<file path="src/rtl/ufs_pkg.sv">
// ufs_pkg: shared types, constants and lookup functions of the URL field splitter.
// No dependencies. Used by every module in rtl/.

package ufs_pkg;

    localparam int C_MAX_URL_BYTES = 1024;
    localparam int C_IDX_W         = $clog2(C_MAX_URL_BYTES + 1);
    localparam int C_START_W       = 10;
    localparam int C_LEN_W         = 11;
    localparam int C_NFIELDS       = 6;
    localparam int C_Q_DEPTH       = 4;

    // field kinds, in emit order
    localparam logic [2:0] K_PROTO = 3'd0;
    localparam logic [2:0] K_USER  = 3'd1;
    localparam logic [2:0] K_PASS  = 3'd2;
    localparam logic [2:0] K_HOST  = 3'd3;
    localparam logic [2:0] K_PORT  = 3'd4;
    localparam logic [2:0] K_PATH  = 3'd5;

    // request opcodes
    localparam logic OP_BYTE = 1'b0;
    localparam logic OP_EOS  = 1'b1;

    localparam logic [15:0] C_PORT_HTTP  = 16'd80;
    localparam logic [15:0] C_PORT_HTTPS = 16'd443;

    // protocol match codes
    localparam logic [1:0] PM_NONE  = 2'd0;
    localparam logic [1:0] PM_HTTP  = 2'd1;
    localparam logic [1:0] PM_HTTPS = 2'd2;

    // text match codes: 0..5 = prefix length of "https" seen, TM_MISS = mismatch
    localparam logic [2:0] TM_HTTP  = 3'd4;
    localparam logic [2:0] TM_HTTPS = 3'd5;
    localparam logic [2:0] TM_MISS  = 3'd7;

    typedef enum logic [3:0] {
        ST_FAIL  = 4'd0,
        ST_START = 4'd1,
        ST_PROT  = 4'd2,
        ST_SL1   = 4'd3,
        ST_SL2   = 4'd4,
        ST_HST1  = 4'd5,
        ST_HST   = 4'd6,
        ST_PORT1 = 4'd7,
        ST_PORT  = 4'd8,
        ST_PTH1  = 4'd9,
        ST_PTH   = 4'd10,
        ST_END   = 4'd11
    } t_pstate;

    typedef enum logic [2:0] {
        CL_COLON = 3'd0,
        CL_SPACE = 3'd1,
        CL_SLASH = 3'd2,
        CL_AT    = 3'd3,
        CL_OTHER = 3'd4
    } t_cls;

    typedef struct packed {
        logic       op;
        logic [7:0] byte_in;
    } t_in;

    typedef struct packed {
        logic [2:0]  field_kind;
        logic        field_present;
        logic [9:0]  field_start;
        logic [10:0] field_length;
        logic        path_is_default;
        logic        parse_ok;
        logic [15:0] port_value;
        logic        secure;
        logic        last_result;
    } t_out;

    // queue entry: request plus its character class
    typedef struct packed {
        logic       op;
        logic [7:0] byte_in;
        t_cls       cls;
    } t_qent;

    // finished URL handed from parser to result sequencer
    typedef struct packed {
        logic [C_NFIELDS-1:0][C_START_W-1:0] start;
        logic [C_NFIELDS-1:0][C_LEN_W-1:0]   len;
        logic                                path_def;
        logic                                ok;
        logic [15:0]                         port_value;
        logic                                secure;
    } t_snap;

    function automatic t_cls f_class(input logic [7:0] c);
        t_cls r;
        if (c == 8'h3A || c == 8'h00) begin
            r = CL_COLON;
        end else if (c == 8'h20 || (c >= 8'h08 && c <= 8'h0D)) begin
            r = CL_SPACE;
        end else if (c == 8'h2F) begin
            r = CL_SLASH;
        end else if (c == 8'h40) begin
            r = CL_AT;
        end else begin
            r = CL_OTHER;
        end
        return r;
    endfunction

    function automatic logic [7:0] f_https(input logic [2:0] i);
        logic [7:0] r;
        case (i)
            3'd0:    r = 8'h68; // h
            3'd1:    r = 8'h74; // t
            3'd2:    r = 8'h74; // t
            3'd3:    r = 8'h70; // p
            3'd4:    r = 8'h73; // s
            default: r = 8'h00;
        endcase
        return r;
    endfunction

    // transition table, columns colon/space/slash/at/other
    function automatic t_pstate f_next(input t_pstate st, input t_cls cl);
        t_pstate r;
        r = ST_FAIL;
        case (st)
            ST_START: begin
                case (cl)
                    CL_SPACE: r = ST_START;
                    CL_SLASH: r = ST_SL2;
                    CL_OTHER: r = ST_PROT;
                    default:  r = ST_FAIL;
                endcase
            end
            ST_PROT: begin
                case (cl)
                    CL_COLON: r = ST_SL1;
                    CL_SLASH: r = ST_PTH1;
                    CL_AT:    r = ST_HST1;
                    CL_OTHER: r = ST_PROT;
                    default:  r = ST_FAIL;
                endcase
            end
            ST_SL1: begin
                case (cl)
                    CL_SLASH: r = ST_SL2;
                    CL_OTHER: r = ST_PORT;
                    default:  r = ST_FAIL;
                endcase
            end
            ST_SL2: begin
                case (cl)
                    CL_SLASH: r = ST_HST1;
                    default:  r = ST_FAIL;
                endcase
            end
            ST_HST1: begin
                case (cl)
                    CL_OTHER: r = ST_HST;
                    default:  r = ST_FAIL;
                endcase
            end
            ST_HST: begin
                case (cl)
                    CL_COLON: r = ST_PORT1;
                    CL_SLASH: r = ST_PTH1;
                    CL_AT:    r = ST_HST1;
                    CL_OTHER: r = ST_HST;
                    default:  r = ST_FAIL;
                endcase
            end
            ST_PORT1: begin
                case (cl)
                    CL_OTHER: r = ST_PORT;
                    default:  r = ST_FAIL;
                endcase
            end
            ST_PORT: begin
                case (cl)
                    CL_SLASH: r = ST_PTH1;
                    CL_AT:    r = ST_HST1;
                    CL_OTHER: r = ST_PORT;
                    default:  r = ST_FAIL;
                endcase
            end
            ST_PTH1: begin
                case (cl)
                    CL_OTHER: r = ST_PTH;
                    default:  r = ST_FAIL;
                endcase
            end
            ST_PTH: begin
                case (cl)
                    CL_SPACE: r = ST_END;
                    default:  r = ST_PTH;
                endcase
            end
            default: r = ST_FAIL;
        endcase
        return r;
    endfunction

endpackage

</file>
<file path="src/rtl/ufs_front.sv">
// ufs_front: input side of the splitter; classifies each request and queues it.
// Depends on ufs_pkg (t_in, t_qent, f_class, C_Q_DEPTH).

module ufs_front (
    input  logic           i_clk,
    input  logic           i_rst_n,
    input  logic           i_valid,
    output logic           o_ready,
    input  ufs_pkg::t_in   i_data,
    output logic           o_q_valid,
    output ufs_pkg::t_qent o_q_data,
    input  logic           i_q_pop
);

    localparam int PTR_W = $clog2(ufs_pkg::C_Q_DEPTH);
    localparam int CNT_W = $clog2(ufs_pkg::C_Q_DEPTH + 1);

    ufs_pkg::t_qent r_mem [ufs_pkg::C_Q_DEPTH];
    logic [PTR_W-1:0] r_wr, r_rd;
    logic [CNT_W-1:0] r_cnt;
    logic             push, pop;
    ufs_pkg::t_qent   ent;

    assign o_ready   = (r_cnt != CNT_W'(ufs_pkg::C_Q_DEPTH));
    assign push      = i_valid && o_ready;
    assign pop       = i_q_pop && o_q_valid;
    assign o_q_valid = (r_cnt != '0);
    assign o_q_data  = r_mem[r_rd];

    always_comb begin
        ent.op      = i_data.op;
        ent.byte_in = i_data.byte_in;
        ent.cls     = ufs_pkg::f_class(i_data.byte_in);
    end

    always_ff @(posedge i_clk) begin
        if (push) begin
            r_mem[r_wr] <= ent;
        end
    end

    always_ff @(posedge i_clk) begin
        if (!i_rst_n) begin
            r_wr  <= '0;
            r_rd  <= '0;
            r_cnt <= '0;
        end else begin
            if (push) begin
                r_wr <= r_wr + PTR_W'(1);
            end
            if (pop) begin
                r_rd <= r_rd + PTR_W'(1);
            end
            case ({push, pop})
                2'b10:   r_cnt <= r_cnt + CNT_W'(1);
                2'b01:   r_cnt <= r_cnt - CNT_W'(1);
                default: r_cnt <= r_cnt;
            endcase
        end
    end

endmodule

</file>
<file path="src/rtl/ufs_parse.sv">
// ufs_parse: table-driven URL parser; one byte per cycle, hands a finished URL
// to the result sequencer, when free, at end of string. Depends on ufs_pkg.

module ufs_parse (
    input  logic           i_clk,
    input  logic           i_rst_n,
    input  logic           i_q_valid,
    input  ufs_pkg::t_qent i_q_data,
    output logic           o_q_pop,
    output logic           o_snap_valid,
    output ufs_pkg::t_snap o_snap,
    input  logic           i_snap_ready
);

    localparam int IW = ufs_pkg::C_IDX_W;
    localparam int SW = ufs_pkg::C_START_W;
    localparam int LW = ufs_pkg::C_LEN_W;
    localparam int NF = ufs_pkg::C_NFIELDS;

    ufs_pkg::t_pstate r_state, n_state;
    logic             r_stopped, n_stopped;
    logic [IW-1:0]    r_idx, n_idx;
    logic [SW-1:0]    r_begin, n_begin;
    logic             r_dok, n_dok;
    logic [15:0]      r_num, n_num;
    logic [2:0]       r_tm, n_tm;
    logic [NF-1:0][SW-1:0] r_start, n_start;
    logic [NF-1:0][LW-1:0] r_len, n_len;
    logic             r_port_ok, n_port_ok;
    logic [15:0]      r_port_val, n_port_val;
    logic [1:0]       r_pm, n_pm;

    logic             is_eos, take, too_long, chg, clr, halt;
    ufs_pkg::t_pstate nx;
    logic [7:0]       c;
    logic [LW-1:0]    span_l;
    logic             is_digit;
    logic [3:0]       dig;
    logic [15:0]      num_base;
    logic [2:0]       tm_base;
    logic [19:0]      num_ext;
    logic             has_port;

    assign c        = i_q_data.byte_in;
    assign is_eos   = (i_q_data.op == ufs_pkg::OP_EOS);
    assign o_q_pop  = i_q_valid && (!is_eos || i_snap_ready);
    assign o_snap_valid = i_q_valid && is_eos;
    assign take     = o_q_pop && !is_eos && !r_stopped;
    assign too_long = (r_idx >= IW'(ufs_pkg::C_MAX_URL_BYTES));
    assign nx       = ufs_pkg::f_next(r_state, i_q_data.cls);
    assign chg      = (nx != r_state);
    assign halt     = (nx == ufs_pkg::ST_FAIL) || (nx == ufs_pkg::ST_END);
    assign span_l   = LW'(r_idx - IW'(r_begin));
    assign is_digit = (c >= 8'h30) && (c <= 8'h39);
    assign dig      = 4'(c - 8'h30);

    // item restarts on every transition that closes or opens a span
    always_comb begin
        clr = 1'b0;
        if (chg) begin
            case (nx)
                ufs_pkg::ST_SL1, ufs_pkg::ST_PORT1, ufs_pkg::ST_HST1,
                ufs_pkg::ST_PTH1, ufs_pkg::ST_END: clr = 1'b1;
                ufs_pkg::ST_PORT: clr = (r_state == ufs_pkg::ST_SL1);
                default: clr = 1'b0;
            endcase
            if (r_state == ufs_pkg::ST_START || r_state == ufs_pkg::ST_HST1 ||
                r_state == ufs_pkg::ST_PORT1) begin
                clr = 1'b1;
            end
        end
    end

    assign num_base = clr ? 16'd0 : r_num;
    assign tm_base  = clr ? 3'd0 : r_tm;
    assign num_ext  = {4'd0, num_base} * 20'd10 + 20'(dig);

    // next state
    always_comb begin
        n_state   = r_state;
        n_stopped = r_stopped;
        if (o_q_pop && is_eos) begin
            n_state   = ufs_pkg::ST_START;
            n_stopped = 1'b0;
        end else if (take) begin
            if (too_long) begin
                n_state   = ufs_pkg::ST_FAIL;
                n_stopped = 1'b1;
            end else begin
                n_state = nx;
                if (halt) begin
                    n_stopped = 1'b1;
                end
            end
        end
    end

    // item and span updates
    always_comb begin
        n_idx      = r_idx;
        n_begin    = r_begin;
        n_dok      = r_dok;
        n_num      = r_num;
        n_tm       = r_tm;
        n_start    = r_start;
        n_len      = r_len;
        n_port_ok  = r_port_ok;
        n_port_val = r_port_val;
        n_pm       = r_pm;
        if (o_q_pop && is_eos) begin
            n_idx      = '0;
            n_begin    = '0;
            n_dok      = 1'b1;
            n_num      = '0;
            n_tm       = '0;
            n_start    = '0;
            n_len      = '0;
            n_port_ok  = 1'b1;
            n_port_val = '0;
            n_pm       = ufs_pkg::PM_NONE;
        end else if (take && !too_long) begin
            if (chg) begin
                case (nx)
                    ufs_pkg::ST_SL1: begin
                        n_start[ufs_pkg::K_PROTO] = r_begin;
                        n_len[ufs_pkg::K_PROTO]   = span_l;
                        n_pm = (r_tm == ufs_pkg::TM_HTTP)  ? ufs_pkg::PM_HTTP :
                               (r_tm == ufs_pkg::TM_HTTPS) ? ufs_pkg::PM_HTTPS :
                                                             ufs_pkg::PM_NONE;
                    end
                    ufs_pkg::ST_PORT: begin
                        // "name:port" with no slashes: protocol was really a host
                        if (r_state == ufs_pkg::ST_SL1) begin
                            n_start[ufs_pkg::K_HOST]  = r_start[ufs_pkg::K_PROTO];
                            n_len[ufs_pkg::K_HOST]    = r_len[ufs_pkg::K_PROTO];
                            n_start[ufs_pkg::K_PROTO] = '0;
                            n_len[ufs_pkg::K_PROTO]   = '0;
                            n_pm = ufs_pkg::PM_NONE;
                        end
                    end
                    ufs_pkg::ST_PORT1: begin
                        n_start[ufs_pkg::K_HOST] = r_begin;
                        n_len[ufs_pkg::K_HOST]   = span_l;
                    end
                    ufs_pkg::ST_HST1: begin
                        if (r_state == ufs_pkg::ST_PROT || r_state == ufs_pkg::ST_HST) begin
                            n_start[ufs_pkg::K_USER] = r_begin;
                            n_len[ufs_pkg::K_USER]   = span_l;
                        end else if (r_state == ufs_pkg::ST_PORT) begin
                            // "user:pass@": host/port were credentials
                            n_start[ufs_pkg::K_USER] = r_start[ufs_pkg::K_HOST];
                            n_len[ufs_pkg::K_USER]   = r_len[ufs_pkg::K_HOST];
                            n_start[ufs_pkg::K_PASS] = r_begin;
                            n_len[ufs_pkg::K_PASS]   = span_l;
                            n_start[ufs_pkg::K_HOST] = '0;
                            n_len[ufs_pkg::K_HOST]   = '0;
                        end
                    end
                    ufs_pkg::ST_PTH1: begin
                        if (r_state == ufs_pkg::ST_PORT) begin
                            n_start[ufs_pkg::K_PORT] = r_begin;
                            n_len[ufs_pkg::K_PORT]   = span_l;
                            n_port_ok  = r_dok;
                            n_port_val = r_num;
                        end else if (r_state == ufs_pkg::ST_HST ||
                                     r_state == ufs_pkg::ST_PROT) begin
                            n_start[ufs_pkg::K_HOST] = r_begin;
                            n_len[ufs_pkg::K_HOST]   = span_l;
                        end
                    end
                    ufs_pkg::ST_END: begin
                        n_start[ufs_pkg::K_PATH] = r_begin;
                        n_len[ufs_pkg::K_PATH]   = span_l;
                    end
                    default: begin
                    end
                endcase
            end
            if (clr) begin
                n_begin = r_idx[SW-1:0];
                n_dok   = 1'b1;
                n_num   = '0;
                n_tm    = '0;
            end
            if (!halt) begin
                // append byte to the current item
                if (is_digit) begin
                    n_num = (num_ext > 20'd65535) ? 16'hFFFF : num_ext[15:0];
                    n_dok = clr ? 1'b1 : r_dok;
                end else begin
                    n_dok = 1'b0;
                end
                if (tm_base < 3'd5 && c == ufs_pkg::f_https(tm_base)) begin
                    n_tm = tm_base + 3'd1;
                end else begin
                    n_tm = ufs_pkg::TM_MISS;
                end
                n_idx = r_idx + IW'(1);
            end
        end
    end

    // end-of-string wrap-up of the URL currently held
    always_comb begin
        o_snap.start    = r_start;
        o_snap.len      = r_len;
        o_snap.path_def = 1'b0;
        if (r_state == ufs_pkg::ST_PTH) begin
            if (span_l != '0) begin
                o_snap.start[ufs_pkg::K_PATH] = r_begin;
                o_snap.len[ufs_pkg::K_PATH]   = span_l;
            end else begin
                o_snap.start[ufs_pkg::K_PATH] = '0;
                o_snap.len[ufs_pkg::K_PATH]   = '0;
                o_snap.path_def = 1'b1;
            end
        end else if (r_state == ufs_pkg::ST_HST) begin
            o_snap.start[ufs_pkg::K_HOST] = r_begin;
            o_snap.len[ufs_pkg::K_HOST]   = span_l;
            o_snap.start[ufs_pkg::K_PATH] = '0;
            o_snap.len[ufs_pkg::K_PATH]   = '0;
            o_snap.path_def = 1'b1;
        end
        has_port  = (r_len[ufs_pkg::K_PORT] != '0);
        o_snap.ok = (r_state != ufs_pkg::ST_FAIL) && !(has_port && !r_port_ok);
        o_snap.port_value = '0;
        o_snap.secure     = 1'b0;
        if (o_snap.ok) begin
            if (has_port) begin
                o_snap.port_value = r_port_val;
            end else begin
                o_snap.port_value = (r_pm == ufs_pkg::PM_HTTPS) ? ufs_pkg::C_PORT_HTTPS
                                                                 : ufs_pkg::C_PORT_HTTP;
            end
            if (r_pm == ufs_pkg::PM_HTTPS) begin
                o_snap.secure = 1'b1;
            end else if (r_pm == ufs_pkg::PM_HTTP) begin
                o_snap.secure = 1'b0;
            end else begin
                o_snap.secure = has_port && (r_port_val == ufs_pkg::C_PORT_HTTPS);
            end
        end
    end

    always_ff @(posedge i_clk) begin
        if (!i_rst_n) begin
            r_state    <= ufs_pkg::ST_START;
            r_stopped  <= 1'b0;
            r_idx      <= '0;
            r_begin    <= '0;
            r_dok      <= 1'b1;
            r_num      <= '0;
            r_tm       <= '0;
            r_start    <= '0;
            r_len      <= '0;
            r_port_ok  <= 1'b1;
            r_port_val <= '0;
            r_pm       <= ufs_pkg::PM_NONE;
        end else begin
            r_state    <= n_state;
            r_stopped  <= n_stopped;
            r_idx      <= n_idx;
            r_begin    <= n_begin;
            r_dok      <= n_dok;
            r_num      <= n_num;
            r_tm       <= n_tm;
            r_start    <= n_start;
            r_len      <= n_len;
            r_port_ok  <= n_port_ok;
            r_port_val <= n_port_val;
            r_pm       <= n_pm;
        end
    end

endmodule

</file>
<file path="src/rtl/ufs_emit.sv">
// ufs_emit: result sequencer; holds one finished URL and plays out its six
// field results through a registered output. Depends on ufs_pkg.

module ufs_emit (
    input  logic           i_clk,
    input  logic           i_rst_n,
    input  logic           i_snap_valid,
    input  ufs_pkg::t_snap i_snap,
    output logic           o_snap_ready,
    output logic           o_valid,
    input  logic           i_ready,
    output ufs_pkg::t_out  o_data
);

    ufs_pkg::t_snap r_snap;
    logic           r_busy;
    logic [2:0]     r_k;
    logic           r_out_valid;
    ufs_pkg::t_out  r_out, res;
    logic           adv, load, def_k, pres;

    assign o_snap_ready = !r_busy;
    assign load    = i_snap_valid && !r_busy;
    assign adv     = r_busy && (!r_out_valid || i_ready);
    assign o_valid = r_out_valid;
    assign o_data  = r_out;

    always_comb begin
        def_k = r_snap.ok && (r_k == ufs_pkg::K_PATH) && r_snap.path_def;
        pres  = r_snap.ok && (def_k || (r_snap.len[r_k] != '0));
        res.field_kind      = r_k;
        res.field_present   = pres;
        res.field_start     = (pres && !def_k) ? r_snap.start[r_k] : '0;
        res.field_length    = (pres && !def_k) ? r_snap.len[r_k] : '0;
        res.path_is_default = def_k;
        res.parse_ok        = r_snap.ok;
        res.port_value      = r_snap.port_value;
        res.secure          = r_snap.secure;
        res.last_result     = (r_k == ufs_pkg::K_PATH);
    end

    always_ff @(posedge i_clk) begin
        if (load) begin
            r_snap <= i_snap;
        end
        if (adv) begin
            r_out <= res;
        end
    end

    always_ff @(posedge i_clk) begin
        if (!i_rst_n) begin
            r_busy      <= 1'b0;
            r_k         <= ufs_pkg::K_PROTO;
            r_out_valid <= 1'b0;
        end else begin
            if (load) begin
                r_busy <= 1'b1;
                r_k    <= ufs_pkg::K_PROTO;
            end else if (adv) begin
                r_k <= r_k + 3'd1;
                if (r_k == ufs_pkg::K_PATH) begin
                    r_busy <= 1'b0;
                end
            end
            if (adv) begin
                r_out_valid <= 1'b1;
            end else if (i_ready) begin
                r_out_valid <= 1'b0;
            end
        end
    end

endmodule

</file>
<file path="src/rtl/url_field_splitter.sv">
// url_field_splitter: top level; front classifier/queue, parser, result sequencer.
// Depends on ufs_pkg, ufs_front, ufs_parse, ufs_emit.

// Feed a URL one byte per request (op = 0), then one end-of-string request
// (op = 1). Bytes are taken at one per clock: each is classed (colon, space,
// slash, at, other) on entry, parked in a four-entry queue and then run
// through the 12-state table parser, which does one table step and its span
// updates per cycle. An end-of-string request hands the finished spans to the
// result sequencer and clears the parser in the same cycle, so the next URL's
// bytes flow on at once. The sequencer then plays out six results, protocol,
// user, password, host, port, path, one per cycle while the sink is ready;
// the sixth carries last_result. The sequencer holds one URL, so a second
// end-of-string waits in the queue until the sequencer has registered the
// previous URL's sixth result. Input ready drops only when the queue is
// full. An accepted end-of-string is written into the queue, loaded into
// the sequencer and then registered as the first result. Reset is
// synchronous, with no clearing pass. Spans are byte offsets; at most 1024
// bytes per URL are taken, a longer URL fails. A failed parse reports
// every field absent with port 0.

module url_field_splitter (
    input  logic          i_clk,
    input  logic          i_rst_n,
    input  logic          i_valid,
    output logic          o_ready,
    input  ufs_pkg::t_in  i_data,
    output logic          o_valid,
    input  logic          i_ready,
    output ufs_pkg::t_out o_data
);

    logic           q_valid, q_pop;
    ufs_pkg::t_qent q_data;
    logic           snap_valid, snap_ready;
    ufs_pkg::t_snap snap;

    // front: classify and queue requests
    ufs_front u_front (
        .i_clk     (i_clk),
        .i_rst_n   (i_rst_n),
        .i_valid   (i_valid),
        .o_ready   (o_ready),
        .i_data    (i_data),
        .o_q_valid (q_valid),
        .o_q_data  (q_data),
        .i_q_pop   (q_pop)
    );

    // back: table parser, one byte per cycle; an end of string waits for the sequencer
    ufs_parse u_parse (
        .i_clk        (i_clk),
        .i_rst_n      (i_rst_n),
        .i_q_valid    (q_valid),
        .i_q_data     (q_data),
        .o_q_pop      (q_pop),
        .o_snap_valid (snap_valid),
        .o_snap       (snap),
        .i_snap_ready (snap_ready)
    );

    // back: six results per URL through a registered output
    ufs_emit u_emit (
        .i_clk        (i_clk),
        .i_rst_n      (i_rst_n),
        .i_snap_valid (snap_valid),
        .i_snap       (snap),
        .o_snap_ready (snap_ready),
        .o_valid      (o_valid),
        .i_ready      (i_ready),
        .o_data       (o_data)
    );

    // results of one URL follow back to back in field order
    a_kind_seq: assert property (@(posedge i_clk) disable iff (!i_rst_n)
        (o_valid && i_ready && !o_data.last_result) |=>
        (o_valid && (o_data.field_kind == $past(o_data.field_kind) + 3'd1)))
        else $error("field results out of sequence");

    a_last_path: assert property (@(posedge i_clk) disable iff (!i_rst_n)
        (o_valid && o_data.last_result) |-> (o_data.field_kind == ufs_pkg::K_PATH))
        else $error("last result is not the path");

    a_fail_empty: assert property (@(posedge i_clk) disable iff (!i_rst_n)
        (o_valid && !o_data.parse_ok) |->
        (!o_data.field_present && o_data.port_value == 16'd0 && !o_data.secure))
        else $error("failed parse reports data");

    a_def_path: assert property (@(posedge i_clk) disable iff (!i_rst_n)
        (o_valid && o_data.path_is_default) |->
        (o_data.field_kind == ufs_pkg::K_PATH && o_data.field_present &&
         o_data.field_length == 11'd0))
        else $error("default path mark on wrong result");

endmodule
</file>
<file path="config.mk">
export PLATFORM = sky130hd
export DESIGN_NAME = url_field_splitter
export DESIGN_NICKNAME = d
export VERILOG_FILES = /design/src/rtl/ufs_pkg.sv /design/src/rtl/ufs_front.sv /design/src/rtl/ufs_parse.sv /design/src/rtl/ufs_emit.sv /design/src/rtl/url_field_splitter.sv
export SDC_FILE = /design/constraint.sdc
export NUM_CORES = 1
export LEC_CHECK = 0
export BUFFER_PORTS_ARGS = -buffer_cell sky130_fd_sc_hd__buf_2
export CAP_MARGIN = 25
export CELL_PAD_IN_SITES_DETAIL_PLACEMENT = 1
export CELL_PAD_IN_SITES_GLOBAL_PLACEMENT = 1
export CORE_MARGIN = 1.5
export CORE_UTILIZATION = 40
export CTS_CLUSTER_DIAMETER = 50
export CTS_CLUSTER_SIZE = 20
export DETAILED_ROUTE_END_ITERATION = 8
export PLACE_DENSITY = 0.76
export SLEW_MARGIN = 15
export SYNTH_ARGS = -nofsm -noshare
export SYNTH_HDL_FRONTEND = slang
export SYNTH_SLANG_ARGS = --single-unit
</file>
<file path="constraint.sdc">
create_clock -name i_clk -period 5.8 [get_ports i_clk]
set_clock_uncertainty 0.2 [all_clocks]
set_input_delay 0.29 -clock i_clk [delete_from_list [all_inputs] [get_ports i_clk]]
set_output_delay 0.29 -clock i_clk [all_outputs]
set_load 0.005 [all_outputs]
</file>
# Word level (Yosys, flattened, before mapping)
# Memory sizes are Yosys's and may differ from the RTL's. A register that Yosys moved wholly into a read port is not among the register bits.
# Cells that the tools add are included.
# op_classes
n_addsub,10
mul,1
n_lt_le_gt_ge,8
eq_ne,44
n_mux,88
bitwise,3
reduce_logical,68
# ops
op,count
$mux 11,11
$mux 10,11
$mux 16,5
$pmux 11 s4,1
$pmux 10 s4,1
$pmux 4 s10,1
$bmux 11 s3,1
$mux 33,1
$reduce_bool 11->1,3
$pmux 4 s4,2
$bmux 10 s3,1
$mux 30,1
$pmux 7 s4,1
$mux 3,9
$eq 4x3->1 const B,6
$eq 4x4->1 const B,6
$eq 8x6->1 const B,3
$mux 8,3
$mux 22,1
$pmux 11 s2,1
$add 20x4->20,1
$gt 20x16->1 const B,1
$logic_and 1x1->1,20
$mux 1,20
other kinds (55),111
# totals
register_bits,393
ram_bits,48
word_cells,276
memories,1
# memory_table
name,depth,word_bits,rd,rd_clocked_by_memory_dff,write_ports,line_no,source
u_front.r_mem,4,12,1,1,1,ufs_front.sv:18,ufs_pkg::t_qent r_mem [ufs_pkg::C_Q_DEPTH];

# Depth between registers and ports, before layout
# Gate-level depths: netlist (run 1).
# logic_depth
word_depth,19
ltp_mapped,25
mapped_depth_nobuf,20

# Hierarchy
# A second synthesis (run 1) with hierarchy kept.
# unflattened
cells_unflattened,1943
hier_area_um2,20786.2
# modules_own_cells
mod,n_inst,cells_each,area_per_inst_um2,seq_area_each_um2
ufs_parse,1,1455,11290.8,3823.7
ufs_emit,1,357,7159.4,5805.6
ufs_front,1,131,2336.0,1621.6

# Worst setup path before layout (run 1)
# Ideal clock, no wire load.
# synth_timing
path_type,reg-to-reg
from,register with a tool-made name
to,register u_parse.r_num[7]
setup_ns,0.122
t_arrival_ns,5.781
slack_ns,-0.303
path_stages_with_launch,23
synth_period_minus_slack_ns,6.103
path_cell_list,dfxtp_1 -> buf_2 -> mux4_2 -> a32o_1 -> a22oi_2 -> buf_6 -> a31o_2 -> clkbuf_1 -> nand2_1 -> inv_1 -> ha_1 -> ha_1 -> inv_1 -> fa_1 -> inv_1 -> o2111ai_1 -> nor4_1 -> o2111ai_1 -> nor4_1 -> nor4b_1 -> mux2_2 -> or4_1 -> a221o_1
# synth_rtl
element,line_no,source
to (signal assigned),ufs_parse.sv:265,r_num <= n_num;
to (decl),ufs_parse.sv:25,"logic [15:0] r_num, n_num;"

==> results of run 1 <==
[cells by family (layout without fill, tap and decap cells)]
family / after synthesis / after routing / synth area share (%)
and+or+nand+nor: 627 / 627 / 14.89
adders and majority gates: 58 / 58 / 3.795
muxes: 68 / 68 / 5.705
buffers and inverters: 175 / 291 / 3.443
DFF: 443 / 443 / 56.49
xor gates and xnor gates: 40 / 40 / 1.759
AOI/OAI and AO/OA: 419 / 419 / 13.92
[cell usage in the layout (no fill, tap or decap), types with 43 or more instances in the layout]
| master | n |
|---|---|
| ha_1 | 45 |
| a22oi_1 | 63 |
| nand2_1 | 225 |
| nor2_1 | 132 |
| dfxtp_1 | 201 |
| buf_4 | 81 |
| buf_2 | 61 |
| nand3_1 | 84 |
| edfxtp_1 | 238 |
| clkbuf_16 | 43 |
| a211oi_1 | 53 |
| a21oi_1 | 110 |
| o21ai_0 | 56 |
| inv_1 | 53 |
[worst max-delay path, cell delays in order (launching register included)]
cell	delay, ns
edfxtp_1	0.39
nand2b_1	0.16
mux4_2	0.52
o31ai_4	0.28
a22oi_2	0.13
a31o_4	0.26
buf_4	0.14
nand2_2	0.08
inv_2	0.06
ha_1	0.20
ha_2	0.19
inv_1	0.08
fa_2	0.25
nor2b_4	0.06
o311a_4	0.41
o41ai_4	0.37
a31oi_4	0.09
nor4_2	0.31
nor4b_4	0.35
mux2_4	0.34
or4_1	0.52
a221o_1	0.33
[repair_timing]
action,CTS,global route
resized for setup,15,43
hold endpoints to repair,59,0
setup endpoints to repair,3,16
pin swaps,8,17
gates cloned,0,1
setup buffers,11,6
hold buffers,13,0
[worst max path at each step]
stage | from | to | slack, ns | cells after the start
after floorplan | flip-flop | u_parse.r_num[7] | 0.02 | 22
after global placement | flip-flop | u_parse.r_num[7] | 0.06 | 20
after detailed placement | flip-flop | u_parse.r_num[7] | -0.28 | 19
after CTS | u_front.r_mem[3][1] | u_parse.r_num[7] | 0.01 | 20
after global routing | u_front.r_mem[2][1] | u_parse.r_num[7] | -0.17 | 21
final | u_front.r_mem[3][1] | u_parse.r_num[7] | -0.03 | 21
[final cells by class]
class                   instances  area (um^2)
clock inverters                26        411.6
clock buffers                  50         1152
flip-flops and latches        443        11260
fillers                      5323        25730
repair buffers                158         1097
inverters                      57        219.0
multi-input cells            1212         8351
well taps                     664        830.8
[cell usage after synthesis, types with 17 or more instances]
cell type / n / area [um^2]
edfxtp_1: 238 / 7147
nand2_1: 227 / 852.1
dfxtp_1: 205 / 4104
nor2_1: 134 / 503.0
a21oi_1: 110 / 550.5
clkbuf_1: 102 / 382.9
nand3_1: 85 / 425.4
a22oi_1: 63 / 473.0
o21ai_0: 58 / 290.3
inv_1: 57 / 214.0
a211oi_1: 55 / 412.9
ha_1: 54 / 675.7
mux4_2: 34 / 765.7
and2_1: 29 / 181.4
xnor2_1: 27 / 236.5
a22o_1: 26 / 227.7
nor3_1: 26 / 130.1
mux2_2: 24 / 270.3
o21ai_1: 24 / 120.1
nor2b_1: 18 / 112.6
nand2b_1: 17 / 106.4
[flip-flops by register name (all words and copies together), names as in the netlist, 2 cells and up, named ones only]
register,count
u_parse.r_port_val,16
u_parse.r_state,4
u_emit.o_data,45
u_front.r_wr,2
u_front.r_mem,48
u_parse.r_pm,2
u_parse.o_snap,84
u_parse.r_num,16
u_emit.r_k,3
u_parse.r_tm,3
u_parse.r_start,20
u_parse.r_idx,11
u_front.r_cnt,3
u_parse.r_begin,10
u_front.r_rd,2
u_emit.r_snap,145
u_parse.r_len,22
[through the flow]
stage / util (%) / worst slack [ns] / power, mW / setup TNS, ns
final: 47.54 / -0.02546 / 9.548 / -0.02546
after CTS: 46.83 / 0.01229 / 9.584 / 0
after detailed placement: 43.05 / -0.2797 / 6.430 / -0.3110
after global placement: 43.02 / 0.06330 / 6.311 / 0
after global routing: 47.54 / -0.1697 / 9.948 / -1.858
after floorplan: - / 0.02077 / 5.689 / 0
[power by group]
part | internal, mW | switching [mW]
sequential | 4.01 | 0.246
combinational | 0.825 | 1.37
clock | 1.82 | 1.28
total | 6.65 | 2.90
[per-layer routing]
layer | share of wire (%) | track usage, % | wire length (um) | vias up
li1 | - | - | - | 6871
met1 | 42 | 27.78 | 23700 | 7648
met2 | 52 | 39.76 | 29360 | 377
met3 | 4.2 | 2.589 | 2405 | 104
met4 | 2.7 | 7.226 | 1515 | 0
met5 | 0 | 0 | 0 | -
==> flow_metrics.tcl, run 1 <==
set metrics [dict create \
    dp_cells 2501 \
    wl_per_cell_um 21.83 \
    ys_ff_latch 443 \
    fin_nets 1984 \
    syn_nets 1901 \
    timing.final.ws_setup_ns -0.02546 \
    area_growth_pct 17.10 \
    die_area_um2 51140 \
    netlist_instances 1830 \
    worst_setup_path_start_kind "flip-flop" \
    yosys.cell_types.count 82 \
    fin_area_um2 23320 \
    routed_via_density 5.747 \
    grt.overflow.total 0 \
    insertion_delay_ns 0.58 \
    whs_ns 0.2116 \
    ff2ff_setup_slack_ns -0.03 \
    required_ns 6.06 \
    p_leak_nw 8.135 \
    top_level_ports 60 \
    crit_arrival_ns 6.09 \
    cts_tree "yes" \
    die_w_um 226.1 \
    synth_area_um2 19920 \
    setup_viol 1 \
    path_clk_slew_ns 0.07 \
    cts.sinks 443 \
    run_status "finished, violations left" \
    drt_iter0_markers 1017 \
    routed-via-count 15000 \
    rr_worst_depth 21 \
    synth-edff-count 238 \
    clock.fmax_mhz 171.7 \
    rows 81 \
    drive_gt1_share_pct 17.83 \
    reg2reg_from "u_front.r_mem[3][1]" \
    antenna_found_initial 1 \
    port_buffers 59 \
    min_from "u_parse.o_snap[99]" \
    critPathKind "flip-flop to flip-flop" \
    maxSlewViolCount 0 \
    ys_warn_count 0 \
    crit_path_end_kind "flip-flop" \
    place.gp.congestion 0.8512 \
    stdcell_count 2610 \
    drc 0 \
    yosys_most_used_dff "edfxtp_1" \
    grt_pass1_wl_um 88600 \
    period_share_pct 100.4 \
    violations "negative setup slack" \
    power_density_nw_per_um2 409.4 \
    slew-limit-headroom_pct 29.30 \
    design.core.area_um2 49050 \
    grt_util_all_layers_pct 22.21 \
    start_util_pct 40.60 \
    ys_seq_area_share_pct 56.49 \
    dr.pass1.iters 5 \
    postSynthAreaPerCell_um2 10.88 \
    holdPathStages 0 \
    fp.dieH_um 226.1 \
    period_needed_ns 5.825 \
    clk_path_buf_depth 3 \
    finalHoldViolations 0 \
    ant_nets 0 \
    async_flop_share_pct 0 \
    numCtsBuffers 41 \
    grt_pass1_vias 15750 \
    placed_cell_area_um2 21120 \
    dp_hpwl_um 36700 \
    h-tree-depth 2 \
    wl_um 56980 \
    maxCapViolations 0 \
    max-vdd-ir-drop_v 0.0002092 \
    r2r-end "u_parse.r_num[7]" \
    grt_start_max_net_pins 93 \
    hold_path_end "u_emit.r_snap[99]" \
    diodes 0 \
    worstPathMaxFanout 6 \
    clockRootBuffer "clkbuf_16" \
    hold_path.class "flip-flop to flip-flop" \
    max_slew.worst_pin.slew_ns 1.053 \
]
No activity file was read; power rests on OpenSTA's default activity.
==> run 2, diff against run 1 <==
CTS_BUF_LIST = sky130_fd_sc_hd__clkbuf_4   (was unset)
==> run 2 against run 1 <==
  * Hold slack got worse by 0.12 ns
  * The flow now finishes without violations
  * Die area unchanged
  * Non-clock buffer count rose by 1
  * Utilization shrank 1.8 points
  * Final cell count hardly changed
  * Register-to-register slack improved by 0.14 ns
  * Clock-buffer cell count fell by 5
  * Cell area decreased by 3.7%
  * Critical path depth shrank 4
  * Power fell by 13%
  * First-iteration DRC count is 4.8% lower
  * Largest cell class unchanged
  * Wire length decreased by 4.0%
==> flow_metrics.tcl, run 2 (same netlist as run 1, synthesis figures left out) <==
set metrics [dict create \
    slew-limit-headroom_pct 30.97 \
    regMostFlops "u_emit.r_snap" \
    required_ns 6.29 \
    die_w_um 226.1 \
    final.setup.tns_ns 0 \
    fin_nets 1985 \
    dp_hpwl_um 36700 \
    run_status "complete, no violations" \
    drive_gt1_share_pct 17.51 \
    largest_reg_flops 145 \
    multi_input_area_um2 8275 \
    grt.overflow.total 0 \
    cts_tree "yes" \
    design.core.area_um2 49050 \
    hold_path.class "primary input to flip-flop" \
    cts.sinks 443 \
    clockRootBuffer "clkbuf_4" \
    wl_per_cell_um 20.94 \
    crit_arrival_ns 6.17 \
    max_slew.worst_pin.slew_ns 1.028 \
    period_needed_ns 5.681 \
    routed_via_density 5.603 \
    grt_start_max_net_pins 93 \
    fp.dieH_um 226.1 \
    drt_iter0_markers 968 \
    fin_area_um2 22460 \
    p_leak_nw 7.787 \
    start_util_pct 40.60 \
    place.gp.congestion 0.8512 \
    maxSlewViolCount 0 \
    die_area_um2 51140 \
    dp_cells 2501 \
    power_density_nw_per_um2 371.2 \
    area_growth_pct 12.77 \
    finalHoldViolations 0 \
    layout_commonest_cell "edfxtp_1" \
    seq_area_um2 11260 \
    grt_pass1_vias 15430 \
    h-tree-depth 2 \
    ant_nets 0 \
    wl_um 54710 \
    drc 0 \
    worst_setup_path_start_kind "flip-flop" \
    grt_pass1_wl_um 86330 \
    worstPathMaxFanout 12 \
    whs_ns 0.08839 \
    fillers 5420 \
    placed_cell_area_um2 21120 \
    top_level_ports 60 \
    period_share_pct 97.94 \
    grt_util_all_layers_pct 21.58 \
    critPathKind "flip-flop to flip-flop" \
    max-vdd-ir-drop_v 0.0001494 \
    crit_path_end_kind "flip-flop" \
    path_clk_slew_ns 0.16 \
    maxCapViolations 0 \
    stdcell_count 2612 \
    setup_viol 0 \
    rows 81 \
    clock.fmax_mhz 176.0 \
    routed-via-count 14630 \
    numCtsBuffers 41 \
    final_cell_mix "238 x edfxtp_1, 225 x nand2_1, 201 x dfxtp_1" \
    clk_path_buf_depth 3 \
    insertion_delay_ns 0.83 \
    port_buffers 59 \
    dr.pass1.iters 5 \
    antenna_found_initial 1 \
]
-- run 2: final timing paths --
| path | from | endpoint | slack, ns | depth (start not counted) |
|---|---|---|---|---|
| setup / recovery | u_front.r_mem[3][1] | u_parse.r_num[7] | 0.12 | 17 |
| hold / removal | i_data[0] | u_front.r_mem[3][3] | 0.09 | 2 |
| setup reg to reg | u_front.r_mem[3][1] | u_parse.r_num[7] | 0.12 | 17 |
| hold reg to reg | u_parse.o_snap[99] | u_emit.r_snap[99] | 0.19 | 0 |
-- run 2: final cells by class --
class	count	share of cell area, %
Clock buffer	45	1.504
Timing Repair Buffer	159	4.936
Sequential cell	443	50.13
Clock inverter	31	1.894
Inverter	57	0.9750
Multi-Input combinational cell	1212	36.85
Antenna cell	1	0.01114
Tap cell	664	3.699
-- run 2: timing repair --
item | CTS | global route
hold endpoints to repair | 116 | 0
pin swaps | 8 | 15
endpoints found under the setup margin | 4 | 16
hold buffers | 15 | 0
resized for setup | 16 | 33
setup buffers | 11 | 6
-- run 2: worst max-delay path, cell delays in order, from the launching register on --
cell	delay (ns)
edfxtp_1	0.41
nand2b_1	0.15
mux4_2	0.52
o31ai_4	0.29
a22oi_2	0.13
a31o_4	0.27
buf_4	0.17
and2_1	0.19
ha_1	0.30
ha_2	0.26
or4_1	0.54
o22ai_1	0.22
xor2_1	0.16
nor4_2	0.30
nor4b_4	0.30
mux2_4	0.34
or4_1	0.52
a221o_1	0.33
-- run 2: metrics by stage --
stage	worst slack (ns)	utilization [%]	total power [mW]
after floorplan	0.02077	-	5.689
after global placement	0.06330	43.02	6.311
after detailed placement	-0.2797	43.05	6.430
after CTS	0.006685	45.24	8.384
after global routing	-0.1010	45.78	8.748
final	0.1195	45.78	8.336
-- run 2: power breakdown --
part | internal [mW] | switching (mW) | leakage [nW]
logic | 0.827 | 1.35 | 3.48
registers | 4.00 | 0.245 | 3.89
clock network | 0.791 | 1.12 | 0.414
total | 5.62 | 2.72 | 7.79
-- run 2: routing by layer --
layer  global-route usage [%]  vias to the layer above  routed length [um]
met5                        0                        -                   0
met4                    6.667                        0                1217
met1                    27.19                     7371               23540
li1                         -                     6884                   -
met3                    2.563                       82                2239
met2                    38.55                      297               27710
==> run 3, diff against run 2 <==
BUFFER_PORTS_ARGS = unset   (was -buffer_cell sky130_fd_sc_hd__buf_2)
DONT_BUFFER_PORTS = 1   (was unset)
PLACE_DENSITY = 0.75   (was 0.76)
==> run 3 against run 2 <==
  * Sequential power hardly changed
  * Die area unchanged
  * Global-route usage is 0.46 points lower
  * Register-to-register slack better by 0.06 ns
  * Sequential share of layout area up 0.80 points
  * Largest power group unchanged
==> flow_metrics.tcl, run 3 (same netlist as run 1, synthesis figures left out) <==
set metrics [dict create \
    run_status "complete, no violations" \
    whs_ns 0.1055 \
    period_share_pct 96.83 \
    maxCapViolations 0 \
    ant_nets 0 \
    crit_slowest_cell "or4_4" \
    finalHoldViolations 0 \
    grt_pass1_wl_um 84210 \
    place.gp.congestion 0.8756 \
    switching_share_pct 34.49 \
    min_from "i_data[4]" \
    p_seq_share_pct 52.9 \
    slowest_delay_ns 0.53 \
    design.core.area_um2 49050 \
    top_level_ports 60 \
    insertion_delay_ns 0.90 \
    wl_per_cell_um 21.22 \
    dp_hpwl_um 36060 \
    p_clk_share_pct 21.3 \
    stdcell_count 2551 \
    r2r-end "u_parse.r_num[7]" \
    drc 0 \
    drt_iter0_markers 922 \
    reg2reg_from "u_front.r_mem[1][1]" \
    finish.utilization_pct 45.05 \
    grt_start_max_net_pins 83 \
    setup_viol 0 \
    clockRootBuffer "clkbuf_4" \
    final_cell_mix "238 x edfxtp_1, 223 x nand2_1, 202 x dfxtp_1" \
    crit_path_end_kind "flip-flop" \
    slew-limit-headroom_pct 28.57 \
    antenna_found_initial 3 \
    fillers 5312 \
    critPathKind "flip-flop to flip-flop" \
    seq_area_um2 11250 \
    start_util_pct 40.60 \
    h-tree-depth 2 \
    drive_gt1_share_pct 15.08 \
    numCtsBuffers 43 \
    grt_pass1_vias 14980 \
    multi_input_area_um2 8367 \
    cts_tree "yes" \
    finalPower_mw 8.027 \
    worst_setup_path_start_kind "flip-flop" \
    routed-via-count 14500 \
    layout_commonest_cell "edfxtp_1" \
    cts.sinks 443 \
    holdPathStages 1 \
    clock.fmax_mhz 178.1 \
    grt.overflow.total 0 \
    port_buffers 0 \
    cpMostUsedCell "o31ai_4" \
    rows 81 \
    timing.final.ws_setup_ns 0.1839 \
    ff2ff_setup_slack_ns 0.18 \
    path_clk_slew_ns 0.14 \
    p_int_mw 5.259 \
    max_slew.worst_pin.slew_ns 1.070 \
    grt_util_all_layers_pct 21.13 \
    maxSlewViolCount 0 \
    max-vdd-ir-drop_v 0.0002190 \
    largest_reg_flops 145 \
    rr_worst_depth 17 \
    fin_nets 1919 \
    power_density_nw_per_um2 363.2 \
    worstPathMaxFanout 12 \
    fp.dieH_um 226.1 \
    dp_cells 2438 \
    hold_path.class "primary input to flip-flop" \
    die_w_um 226.1 \
    dr.pass1.iters 6 \
    hold_path_end "u_front.r_mem[3][7]" \
    clk_path_buf_depth 3 \
    routed_via_density 5.684 \
    p_leak_nw 7.451 \
    post-place-ws_ns -0.2196 \
    crit_arrival_ns 6.14 \
    cp_cell_sequence "nand2b_4, mux4_2, o31ai_4, a22oi_2, a31o_4, buf_6, and2_1, ha_1, ha_2, or3_4, o31ai_4, xor2_1, nor4_2, nor4b_4, mux2_4, or4_4, a221o_1" \
    die_area_um2 51140 \
    p_sw_mw 2.768 \
    required_ns 6.32 \
    period_needed_ns 5.616 \
    combPwrFrac_pct 25.8 \
    wl_um 54140 \
    area_growth_pct 10.96 \
    startpoint "u_front.r_mem[1][1]" \
    regMostFlops "u_emit.r_snap" \
]
## run 3: changes by cell type in the layout (fill, tap and decap cells not counted), moves of 3 or more
cell	change
inv_6	+6
ha_4	+4
bufinv_16	-7
ha_1	-6
inv_2	-4
clkinv_4	+3
buf_2	-59
diode_2	+3
clkinv_8	+4
buf_4	-11
## run 3: per-layer routing
metal  track usage [%]  up-vias  wire, um
met1             26.48     7283     22910
met3             3.188      108      2342
met4             6.817        0      1606
li1                  -     6756         -
met5                 0        -         0
met2             37.24      352     27290
## run 3: metrics by stage
step | area (um^2) | setup TNS (ns)
final | 22100 | 0
after global routing | 22090 | -0.03902
after CTS | 21790 | 0
after detailed placement | 20810 | -0.2196
after global placement | 20800 | 0
after floorplan | 19930 | 0
## run 3: what timing repair did
action	CTS	global route
gates resized for setup	21	40
pin swaps	8	14
hold buffers	16	0
endpoints found under the hold margin	227	0
setup buffers	6	4
setup endpoints to repair	1	14
## run 3: how the worst max path moves through the flow
stage                                   to  slack [ns]  cells after the start
after floorplan           u_parse.r_num[7]        0.02                     22
after global placement    u_parse.r_num[7]        0.04                     19
after detailed placement  u_parse.r_num[7]       -0.22                     18
after CTS                 u_parse.r_num[7]      0.0001                     20
after global routing      u_parse.r_num[7]       -0.04                     17
final                     u_parse.r_num[7]        0.18                     17
## run 3: layout make-up
class | count | area share [%]
sequential | 443 | 50.93
multi-input combinational | 1212 | 37.86
tap | 664 | 3.759
timing repair buffer | 91 | 3.369
clock inverter | 36 | 1.551
clock buffer | 44 | 1.495
inverter | 57 | 0.9908
antenna | 4 | 0.04529
## run 3: worst max-delay path: cells and delay by family, from the launching register on
kind	cells	cell delay, ns
flops	1	0.44
xor+xnor	1	0.13
simple gates	6	1.90
compound gates	5	1.29
fa+ha+maj	2	0.57
buf+inv	1	0.15
mux	2	0.84
## run 3: power groups by stage
stage	sequential [mW]	combinational [mW]	clock, mW
final	4.24	2.07	1.71
after global routing	4.31	2.25	1.86
after CTS	4.25	2.07	1.76
after detailed placement	4.33	2.02	0
after global placement	4.29	1.95	0
after floorplan	4.25	1.44	0
